**config.mk**
```make
export PLATFORM = sky130hd
export DESIGN_NAME = gost_q
export DESIGN_NICKNAME = d
export VERILOG_FILES = /design/src/gost_94_hash_engine_unit_assert.svh /design/src/gost_pkg.sv /design/src/gost_q.sv
export SDC_FILE = /design/constraint.sdc
export NUM_CORES = 1
export LEC_CHECK = 0
export BUFFER_PORTS_ARGS = -buffer_cell sky130_fd_sc_hd__buf_2
export CAP_MARGIN = 20
export CORE_AREA = 2 2 254 256
export CTS_BUF_LIST = sky130_fd_sc_hd__clkbuf_4 sky130_fd_sc_hd__clkbuf_8 sky130_fd_sc_hd__clkbuf_16
export CTS_CLUSTER_SIZE = 16
export DETAILED_ROUTE_END_ITERATION = 6
export DIE_AREA = 0 0 256 258
export GPL_ROUTABILITY_DRIVEN = 1
export PLACE_DENSITY_LB_ADDON = 0.3
export SLEW_MARGIN = 5
export SYNTH_ARGS = -nofsm -noshare
export SYNTH_HDL_FRONTEND = slang
export SYNTH_SLANG_ARGS = --single-unit
```
**constraint.sdc**
```tcl
create_clock -name clk -period 27.2 [get_ports clk]
set_input_delay 1.36 -clock clk [delete_from_list [all_inputs] [get_ports clk]]
set_output_delay 1.36 -clock clk [all_outputs]
set_load 0.1 [all_outputs]
```
**src/gost_94_hash_engine_unit_assert.svh**
```systemverilog
// Assertion macros shared by the hash engine RTL.
// Expects clk and rst_n in the scope of each use.
`ifndef GOST_94_HASH_ENGINE_UNIT_ASSERT_SVH
`define GOST_94_HASH_ENGINE_UNIT_ASSERT_SVH
// same-cycle implication
`define GOST_ASSERT_IMPL(lbl, ante, cons, msg) \
  lbl: assert property (@(posedge clk) disable iff (!rst_n) (ante) |-> (cons)) else $error(msg);
// next-cycle implication
`define GOST_ASSERT_NEXT(lbl, ante, cons, msg) \
  lbl: assert property (@(posedge clk) disable iff (!rst_n) (ante) |=> (cons)) else $error(msg);
`endif

```
**src/gost_pkg.sv**
```systemverilog
// Package for the GOST R 34.11-94 hash engine: command type, S-boxes,
// key schedule helpers, cipher round and psi shift. No dependencies.
`default_nettype none
package gost_pkg;

  localparam int unsigned BYTES_PER_ITEM = 8;

  typedef struct packed {
    logic [255:0] blk;
    logic         do_block;
    logic         do_final;
    logic [63:0]  len;
  } gost_cmd_t;

  localparam logic [3:0] SBOX [8][16] = '{
    '{4'd4, 4'd10, 4'd9, 4'd2, 4'd13, 4'd8, 4'd0, 4'd14,
      4'd6, 4'd11, 4'd1, 4'd12, 4'd7, 4'd15, 4'd5, 4'd3},
    '{4'd14, 4'd11, 4'd4, 4'd12, 4'd6, 4'd13, 4'd15, 4'd10,
      4'd2, 4'd3, 4'd8, 4'd1, 4'd0, 4'd7, 4'd5, 4'd9},
    '{4'd5, 4'd8, 4'd1, 4'd13, 4'd10, 4'd3, 4'd4, 4'd2,
      4'd14, 4'd15, 4'd12, 4'd7, 4'd6, 4'd0, 4'd9, 4'd11},
    '{4'd7, 4'd13, 4'd10, 4'd1, 4'd0, 4'd8, 4'd9, 4'd15,
      4'd14, 4'd4, 4'd6, 4'd12, 4'd11, 4'd2, 4'd5, 4'd3},
    '{4'd6, 4'd12, 4'd7, 4'd1, 4'd5, 4'd15, 4'd13, 4'd8,
      4'd4, 4'd10, 4'd9, 4'd14, 4'd0, 4'd3, 4'd11, 4'd2},
    '{4'd4, 4'd11, 4'd10, 4'd0, 4'd7, 4'd2, 4'd1, 4'd13,
      4'd3, 4'd6, 4'd8, 4'd5, 4'd9, 4'd12, 4'd15, 4'd14},
    '{4'd13, 4'd11, 4'd4, 4'd1, 4'd3, 4'd15, 4'd5, 4'd9,
      4'd0, 4'd10, 4'd14, 4'd7, 4'd6, 4'd8, 4'd2, 4'd12},
    '{4'd1, 4'd15, 4'd13, 4'd0, 4'd5, 4'd7, 4'd10, 4'd4,
      4'd9, 4'd2, 4'd3, 4'd14, 4'd6, 4'd11, 4'd8, 4'd12}
  };

  // byte 0 in bits 7..0
  localparam logic [255:0] KEY_C3 =
    256'hff00ffff000000ff_ff0000ff00ffff00_00ff00ff00ff00ff_ff00ff00ff00ff00;

  function automatic logic [255:0] shift_a(input logic [255:0] y);
    return {y[63:0] ^ y[127:64], y[255:64]};
  endfunction

  function automatic logic [255:0] perm_p(input logic [255:0] y);
    logic [255:0] r;
    r = '0;
    for (int i = 0; i < 4; i++) begin
      for (int k = 0; k < 8; k++) begin
        r[8*(i+4*k) +: 8] = y[8*(8*i+k) +: 8];
      end
    end
    return r;
  endfunction

  function automatic logic [31:0] round_f(input logic [31:0] a, input logic [31:0] k);
    logic [31:0] s;
    logic [31:0] r;
    s = a + k;
    r = '0;
    for (int i = 0; i < 8; i++) begin
      r[4*i +: 4] = SBOX[i][s[4*i +: 4]];
    end
    return {r[20:0], r[31:21]};
  endfunction

  function automatic logic [255:0] psi_step(input logic [255:0] y);
    logic [15:0] t;
    t = y[15:0] ^ y[31:16] ^ y[47:32] ^ y[63:48] ^ y[207:192] ^ y[255:240];
    return {t, y[255:16]};
  endfunction

endpackage
`default_nettype wire

```
**src/gost_q.sv**
```systemverilog
// Two-entry command queue between front end and compression back end.
// Uses gost_pkg for the command type.
`default_nettype none
module gost_q
  import gost_pkg::*;
(
  input  wire logic clk,
  input  wire logic rst_n,
  input  wire logic push_valid,
  output logic      push_ready,
  input  gost_cmd_t push_cmd,
  output logic      pop_valid,
  input  wire logic pop_ready,
  output gost_cmd_t pop_cmd
);

  gost_cmd_t   mem_r [2];
  logic        wp_r, rp_r;
  logic [1:0]  cnt_r;
  logic        do_push, do_pop;

  assign push_ready = (cnt_r != 2'd2);
  assign pop_valid  = (cnt_r != 2'd0);
  assign pop_cmd    = mem_r[rp_r];
  assign do_push    = push_valid && push_ready;
  assign do_pop     = pop_valid && pop_ready;

  always_ff @(posedge clk) begin
    if (do_push) begin
      mem_r[wp_r] <= push_cmd;
    end
  end

  always_ff @(posedge clk) begin
    if (!rst_n) begin
      wp_r  <= 1'b0;
      rp_r  <= 1'b0;
      cnt_r <= 2'd0;
    end else begin
      if (do_push) wp_r <= ~wp_r;
      if (do_pop)  rp_r <= ~rp_r;
      cnt_r <= cnt_r + {1'b0, do_push} - {1'b0, do_pop};
    end
  end

endmodule
`default_nettype wire

```
==> key figures, run 1 <==
STA
  • Number of hold violations in the final report: 0
  • Slew at the pin closest to its max-slew limit: 1.24 ns
  • Fmax achieved: between 150 and 200 MHz
  • Worst slew margin: 0.174
  • Final worst path period need: 5.15 ns
  • Count of pins over their slew limit: 0
  • Period Utilization, post-route: 0.189
  • # setup viols final: 0
  • Setup TNS: 0 ns
  • Unrepaired setup endpoints after global routing: no
  • Final Skew: 0.0222 ns
  • Final-layout worst hold slack: 0.529 ns

Power
  • Power density of the placed cells: 127 mW/mm2
  • Static Leakage: 11.1 nW
  • Maximum ir drop on the vdd rail: 0.0860 mV

Setup path
  • Data arrival, critical path: 3.79 ns
  • CP dominant cell by count: buf_4
  • Sort of element at the end of the critical path: output pin
  • Startpoint type of the worst setup path: flop
  • Endpoint required time on the critical path: 25.84 ns
  • CP delay by family, top: buffers and inverters
  • Largest incremental delay on the critical path: 0.82 ns
  • Cell with the largest stage delay on the worst path: buf_4
  • Buffer and inverter count on the worst path: 3
  • Maximum fanout along the worst path: 72
  • WS Path Type: reg -> out
  • Sequence of cells on the critical path: buf_4, buf_4, mux2_2, buf_2

Global route
  • Pin count of the biggest net entering global routing: 164
  • Number of global-route vias before repair: 13100
  • First-pass GRT wire length: just over 80 mm
  • Number of antenna violations at the first check in global routing: 28
  • Overall track demand over capacity in global routing: 0.164
  • Grt total ovfl: 0
  • Met3 Resource Use GR: 0.0559
  • Global routing's busiest layer: met2
  • Global-route met2 utilization: 0.290
  • Global-route track usage on met1: 0.172

Drt
  • Total Wirelength: roughly 56 mm
  • Router iterations before antenna repair: 7
  • Violation count after the first detailed-routing iteration: 805
  • DRC violations left: 0
  • Detailed-route wire length per cell: 21.2 um
  • Via count: 12300
  • Routed via count divided by cell count: 4.66
  • Number of nets with antenna violations after routing: 0

CTS
  • Setup fix buffers added after clock tree synthesis: 0
  • H-tree level count: 3
  • Clock Latency Late Sink: 0.60 ns
  • Clock tree from TritonCTS: built
  • Post-cts sizing count: 0
  • Num CTS Buffers: a little over 70
  • Clock sinks: 649
  • Maximum root-to-sink buffer count: 3
  • Number of buffers inserted by hold repair at cts: 0
  • Clock-pin transition on the worst setup and hold timing paths: about 0.06 ns
  • CTS Root Cell: clkbuf_16

Finish
  • Most frequent cells in the layout: buf_2 (649), edfxtp_1 (644), mux2_2 (274), clkbuf_16 (73), mux2_4 (40)
  • Commonest non-fill, non-tap cell in the layout: buf_2
  • Total area of sequential cells: 0.0194 mm2
  • Total Nets Final: 2050
  • Fraction of layout cells with a size suffix above 1: 0.613
  • Area delta synth->final: 26.5%
  • Filler cell count: 5464
  • Multi-input gate area in the final layout: roughly 0.004 mm2

Floorplan
  • Area of the die: 0.0660 mm2
  • Effective utilization at floorplan: 0.373
  • Area of the core: roughly 0.064 mm2
  • Vertical extent of the die: roughly 260 um
  • Ports placed on the boundary: 650
  • Standard-cell row count: 93
  • Die Wd: approximately 260 um

Logic synthesis
  • Mapped Area: 0.0237 mm2
  • Synthesis-stage register bit count: 649
  • Mapped Nets: approximately 1400
  • Number of warnings issued by yosys: 0
  • Avg Inst Size Synth: 23.1 um2
  • Mapped Cells: around 1000
  • Count of different cell masters after synthesis: 19
  • Sequential fraction of the synthesis area: 0.819

Placed design
  • Routability congestion estimate: 0.846
  • Buffers added on ports: 649
  • HPWL after detailed placement: around 40 mm

Outcome
  • Status: finished, final reports clean

Min path
  • Type of the tightest min-delay check: reg -> reg

Job
  • Max cap viols: 0
-- path summary, 6_finish.rpt --
check / from / to / slack, ns / depth (start not counted)
setup / recovery: flop / pop_cmd[181] / 22.05 / 4
hold / removal: wp_r$_SDFFE_PN0N_ / wp_r$_SDFFE_PN0N_ / 0.53 / 2
setup reg to reg: cnt_r[0]$_SDFF_PN0_ / mem_r[1][138]$_DFFE_PP_ / 23.61 / 4
hold reg to reg: wp_r$_SDFFE_PN0N_ / wp_r$_SDFFE_PN0N_ / 0.53 / 2
-- worst register-to-register path, cell delays in order, from the launching register on --
cell	delay [ns]
dfxtp_1	0.37
nand2b_1	0.18
and3_4	0.76
buf_4	0.91
buf_4	0.93
-- synthesized netlist by cell type --
cell type / n / area share
mux2_1: 8 / 0.0038
nand2_1: 2 / 0.00032
mux2_2: 274 / 0.13
nand2b_1: 2 / 0.00053
nor2_1: 1 / 0.00016
ha_1: 2 / 0.0011
xnor2_1: 3 / 0.0011
nor2b_1: 2 / 0.00053
and2_1: 2 / 0.00053
or2_2: 1 / 0.00026
inv_1: 1 / 0.00016
o21a_1: 1 / 0.00032
edfxtp_1: 644 / 0.82
mux2_4: 40 / 0.025
dfxtp_1: 5 / 0.0042
buf_2: 5 / 0.0011
mux2i_1: 1 / 0.00042
and3_1: 1 / 0.00026
buf_6: 31 / 0.015
-- power breakdown --
group | leakage (nW) | internal [mW] | switching [mW]
registers | 6.06 | 1.26 | 0.0385
logic | 3.99 | 0.283 | 1.34
clock network | 1.10 | 0.522 | 0.375
-- cell type report --
type                            count  share of cell area
Antenna cell                       17             0.00142
Clock buffer                       91              0.0654
Clock inverter                     30             0.00767
Inverter                            1            0.000125
Multi-Input combinational cell    340               0.131
Sequential cell                   649               0.648
Tap cell                          855              0.0356
Timing Repair Buffer              659               0.112
-- state kept, by name (all words and copies together), names as in the netlist, named ones only --
signal  flops
cnt_r       2
wp_r        1
rp_r        1
mem_r     644
-- routing by layer --
layer | part of all wire | vias up
met5 | 0.0021 | -
met4 | 0.044 | 20
met3 | 0.073 | 162
met2 | 0.53 | 471
met1 | 0.35 | 6127
li1 | - | 5526
-- kinds of logic (layout without fill, tap and decap cells) --
logic type | count (synthesis) | in the layout | share of synthesized area
buffers and inverters | 37 | 781 | 0.0159
muxes | 323 | 323 | 0.160
AOI/OAI and AO/OA | 1 | 1 | 0.000317
xor gates and xnor gates | 3 | 3 | 0.00111
and+or+nand+nor | 11 | 11 | 0.00258
adders and majority gates | 2 | 2 | 0.00105
other | 0 | 17 | 0
DFF | 649 | 649 | 0.819
-- metrics by stage --
stage	setup WS [ns]	power (mW)	area [um2]	util	cells
after CTS	21.96	3.86	30000	0.471	2625
after detailed placement	22.64	2.95	27800	0.436	2504
final	22.05	3.82	30000	0.472	2642
after global routing	21.76	3.94	30000	0.472	2642
after floorplan	11.33	2.78	23700	-	1026
after global placement	22.72	2.94	27800	0.436	2504
Note: power is estimated with default switching activity, not from simulation.
==> run 2, diff against run 1 <==
- ABC_AREA: default -> 1
- clock period: 27.2 -> 4.4 ns (I/O delays scaled with it)
==> run 2 against run 1 <==
  * Via count increased by 11%
  * Wire length increased by 0.69%
  * Utilization rose by 5.4 points
  * Count of clock-buffer cells in the layout is 8 lower
  * Combinational power grew to 6.3 times the previous value
  * Critical path type unchanged
  * Critical endpoint is now pop_cmd[267]
  * Highest routed layer unchanged
==> key figures, run 2 <==
Logic synthesis
  • Largest cells by area after synthesis: edfxtp_1 (81%), mux2_2 (13%), mux2_4 (2.5%)
  • Synth async-reset ratio: 0
  • Count of different cell masters after synthesis: 13
  • Share of the synthesized area in the top cell type: 0.815
  • Mapped Area: 0.0237 mm2
  • Mapped Nets: between 1000 and 1500
  • Main synth FF type: edfxtp_1
  • Sequential fraction of the synthesis area: 0.819
  • Synthesis-stage register bit count: 649
  • Number of warnings issued by yosys: 0
  • Top post-synthesis cells by count: edfxtp_1 (644), mux2_2 (274), mux2_4 (40), buf_6 (31), nand2_1 (9)
  • Number of flops mapped to enable cells by yosys: 644
  • Avg Inst Size Synth: around 23 um2
  • Most common cell in the netlist: edfxtp_1
  • Mapped Cells: 1038
  • Yosys top cell by area: edfxtp_1

Power
  • Static Leakage: between 10 and 15 nW
  • Post-layout power: between 20 and 25 mW
  • Power density of the placed cells: just over 700 mW/mm2
  • Maximum ir drop on the vdd rail: about 0.57 mV

Placed design
  • HPWL after detailed placement: roughly 37 mm
  • Routability congestion estimate: 0.818
  • Placed instance area: ~0.028 mm2
  • Cells after DPL: 2524
  • Buffers added on ports: between 600 and 700
  • Post-placement setup slack: 1.72 ns

Floorplan
  • Die Wd: 256 um
  • Effective utilization at floorplan: 0.373
  • Area of the core: 0.0636 mm2
  • Standard-cell row count: 93
  • Vertical extent of the die: 258 um
  • Ports placed on the boundary: 650
  • Area of the die: 0.0660 mm2

Finish
  • Commonest non-fill, non-tap cell in the layout: buf_2
  • Util after Layout: 0.526
  • Total Nets Final: 2394
  • Regs by FF count: mem_r x644, cnt_r x2
  • Non-filler instance count after layout: 2976
  • Register ranked first by flip-flop count: mem_r
  • Total area of sequential cells: 0.0194 mm2
  • Most frequent cells in the layout: buf_2 (649), edfxtp_1 (644), dlygate4sd3_1 (325), mux2_2 (274), clkbuf_16 (71)
  • Max reg flops: 644
  • Fraction of layout cells with a size suffix above 1: 0.516
  • Multi-input gate area in the final layout: roughly 0.0039 mm2
  • Filler cell count: 5105
  • Area delta synth->final: 41.0%
  • Area of all placed cells without fillers: about 0.033 mm2

Setup path
  • Startpoint type of the worst setup path: flop
  • FF-to-FF End: mem_r[1][44]$_DFFE_PP_
  • Reg2reg setup slack: 1.63 ns
  • Depth of the most critical reg-to-reg path: 6
  • Sort of element at the end of the critical path: output pin
  • WS Path Type: reg -> out
  • Endpoint required time on the critical path: 4.18 ns
  • Data arrival, critical path: 2.73 ns
  • Reg2Reg Launch Point: cnt_r[0]$_SDFF_PN0_
  • Maximum fanout along the worst path: 78

Drt
  • Detailed-route wire length per cell: between 15 and 20 um
  • Violation count after the first detailed-routing iteration: 688
  • Total Wirelength: ~56 mm
  • Via count: 13600
  • DRC violations left: 0
  • Router iterations before antenna repair: 4
  • Routed via count divided by cell count: 4.57
  • Number of nets with antenna violations after routing: 0

STA
  • # setup viols final: 0
  • Worst slew margin: 0.136
  • Fmax achieved: 338 MHz
  • Period Utilization, post-route: 0.671
  • Slew at the pin closest to its max-slew limit: 1.30 ns
  • Slack of the critical path: 1.45 ns
  • Number of hold violations in the final report: 0
  • Unrepaired setup endpoints after global routing: no
  • Final worst path period need: about 3 ns
  • Final Skew: 0.0157 ns
  • Count of pins over their slew limit: 0

Global route
  • Grt total ovfl: 0
  • First-pass GRT wire length: 84.1 mm
  • Number of antenna violations at the first check in global routing: 4
  • Pin count of the biggest net entering global routing: 163
  • Overall track demand over capacity in global routing: 0.165
  • Number of global-route vias before repair: 14700

CTS
  • Num CTS Buffers: 70
  • CTS Root Cell: clkbuf_16
  • Clock Latency Late Sink: between 0.5 and 0.6 ns
  • Clock-pin transition on the worst setup and hold timing paths: 0.06 ns
  • Clock tree from TritonCTS: built
  • H-tree level count: 3
  • Clock sinks: between 600 and 700
  • Maximum root-to-sink buffer count: 3

Min path
  • Hold path endpoint: mem_r[0][42]$_DFFE_PP_
  • Worst hold path startpoint: push_cmd[42]
  • Type of the tightest min-delay check: in -> reg
  • Hold-critical path depth: 2

Outcome
  • Status: finished, final reports clean

Job
  • Max cap viols: 0
-- run 2: changes by cell type in the layout (fill, tap and decap cells not counted), sizes merged, moves of 7 or more --
cell         previous run  this run
nand2                   2         9
dlygate4sd3             0       325
clkbuf                 91        83
buf                   659       667
nor2                    1         8
diode                  17         2
-- run 2: logic make-up after synthesis --
| kind of cell | Yosys count | share of synthesized area |
|---|---|---|
| flip-flops | 649 | 0.819 |
| multiplexers | 322 | 0.159 |
| buffers and inverters | 43 | 0.0169 |
| AND/OR/NAND/NOR | 20 | 0.00332 |
| AO/OA/AOI/OAI | 2 | 0.000422 |
| adder cells (fa/ha/maj) | 2 | 0.00105 |
-- run 2: worst max-delay path by stage --
stage	slack, ns	end	start
after floorplan	-1.47	mem_r[1][0]$_DFFE_PP_	cnt_r[0]$_SDFF_PN0_
after global placement	1.73	mem_r[1][134]$_DFFE_PP_	cnt_r[0]$_SDFF_PN0_
after detailed placement	1.72	mem_r[1][58]$_DFFE_PP_	cnt_r[0]$_SDFF_PN0_
after CTS	1.33	pop_cmd[267]	flop
after global routing	1.28	pop_cmd[179]	flop
final	1.45	pop_cmd[267]	flop
-- run 2: power by group --
group	switching, mW	leakage [nW]	total (mW)	internal (mW)
Sequential	0.241	6.06	8.07	7.83
Clock	2.33	1.12	5.72	3.40
Combinational	8.26	5.44	10.2	1.92
Total	10.8	12.6	24.0	13.1
-- run 2: critical path, cell delays in order, from the launching register on --
cell and delay [ns]:
dfxtp_4 0.87, buf_12 0.40, mux2_2 0.43, buf_2 0.30
-- run 2: cell type report --
| cell class | count | share of cell area |
|---|---|---|
| timing repair buffer | 992 | 0.201 |
| multi-input combinational | 346 | 0.118 |
| clock inverter | 42 | 0.0116 |
| clock buffer | 83 | 0.0558 |
| inverter | 7 | 0.000972 |
| tap | 855 | 0.0320 |
| sequential | 649 | 0.581 |
| antenna | 2 | 0.000150 |
-- run 2: timing repair --
item,4_1_cts,5_1_grt
endpoints found under the hold margin,649,0
hold buffers,325,0
buffers inserted,0,0
resized for setup,0,0
endpoints found under the setup margin,0,0
-- run 2: layer usage --
| metal | part of all wire | global-route usage |
|---|---|---|
| met2 | 0.54 | 0.300 |
| met3 | 0.056 | 0.0399 |
| met5 | 0.00023 | 0 |
| met4 | 0.033 | 0.0705 |
| met1 | 0.37 | 0.186 |
-- run 2: metrics by stage --
stage / hold slack (ns) / TNS, ns
final: 0.348 / 0
after global routing: 0.321 / 0
after CTS: 0.295 / 0
after detailed placement: 0.411 / 0
after global placement: 0.407 / 0
after floorplan: 0.313 / -935.16
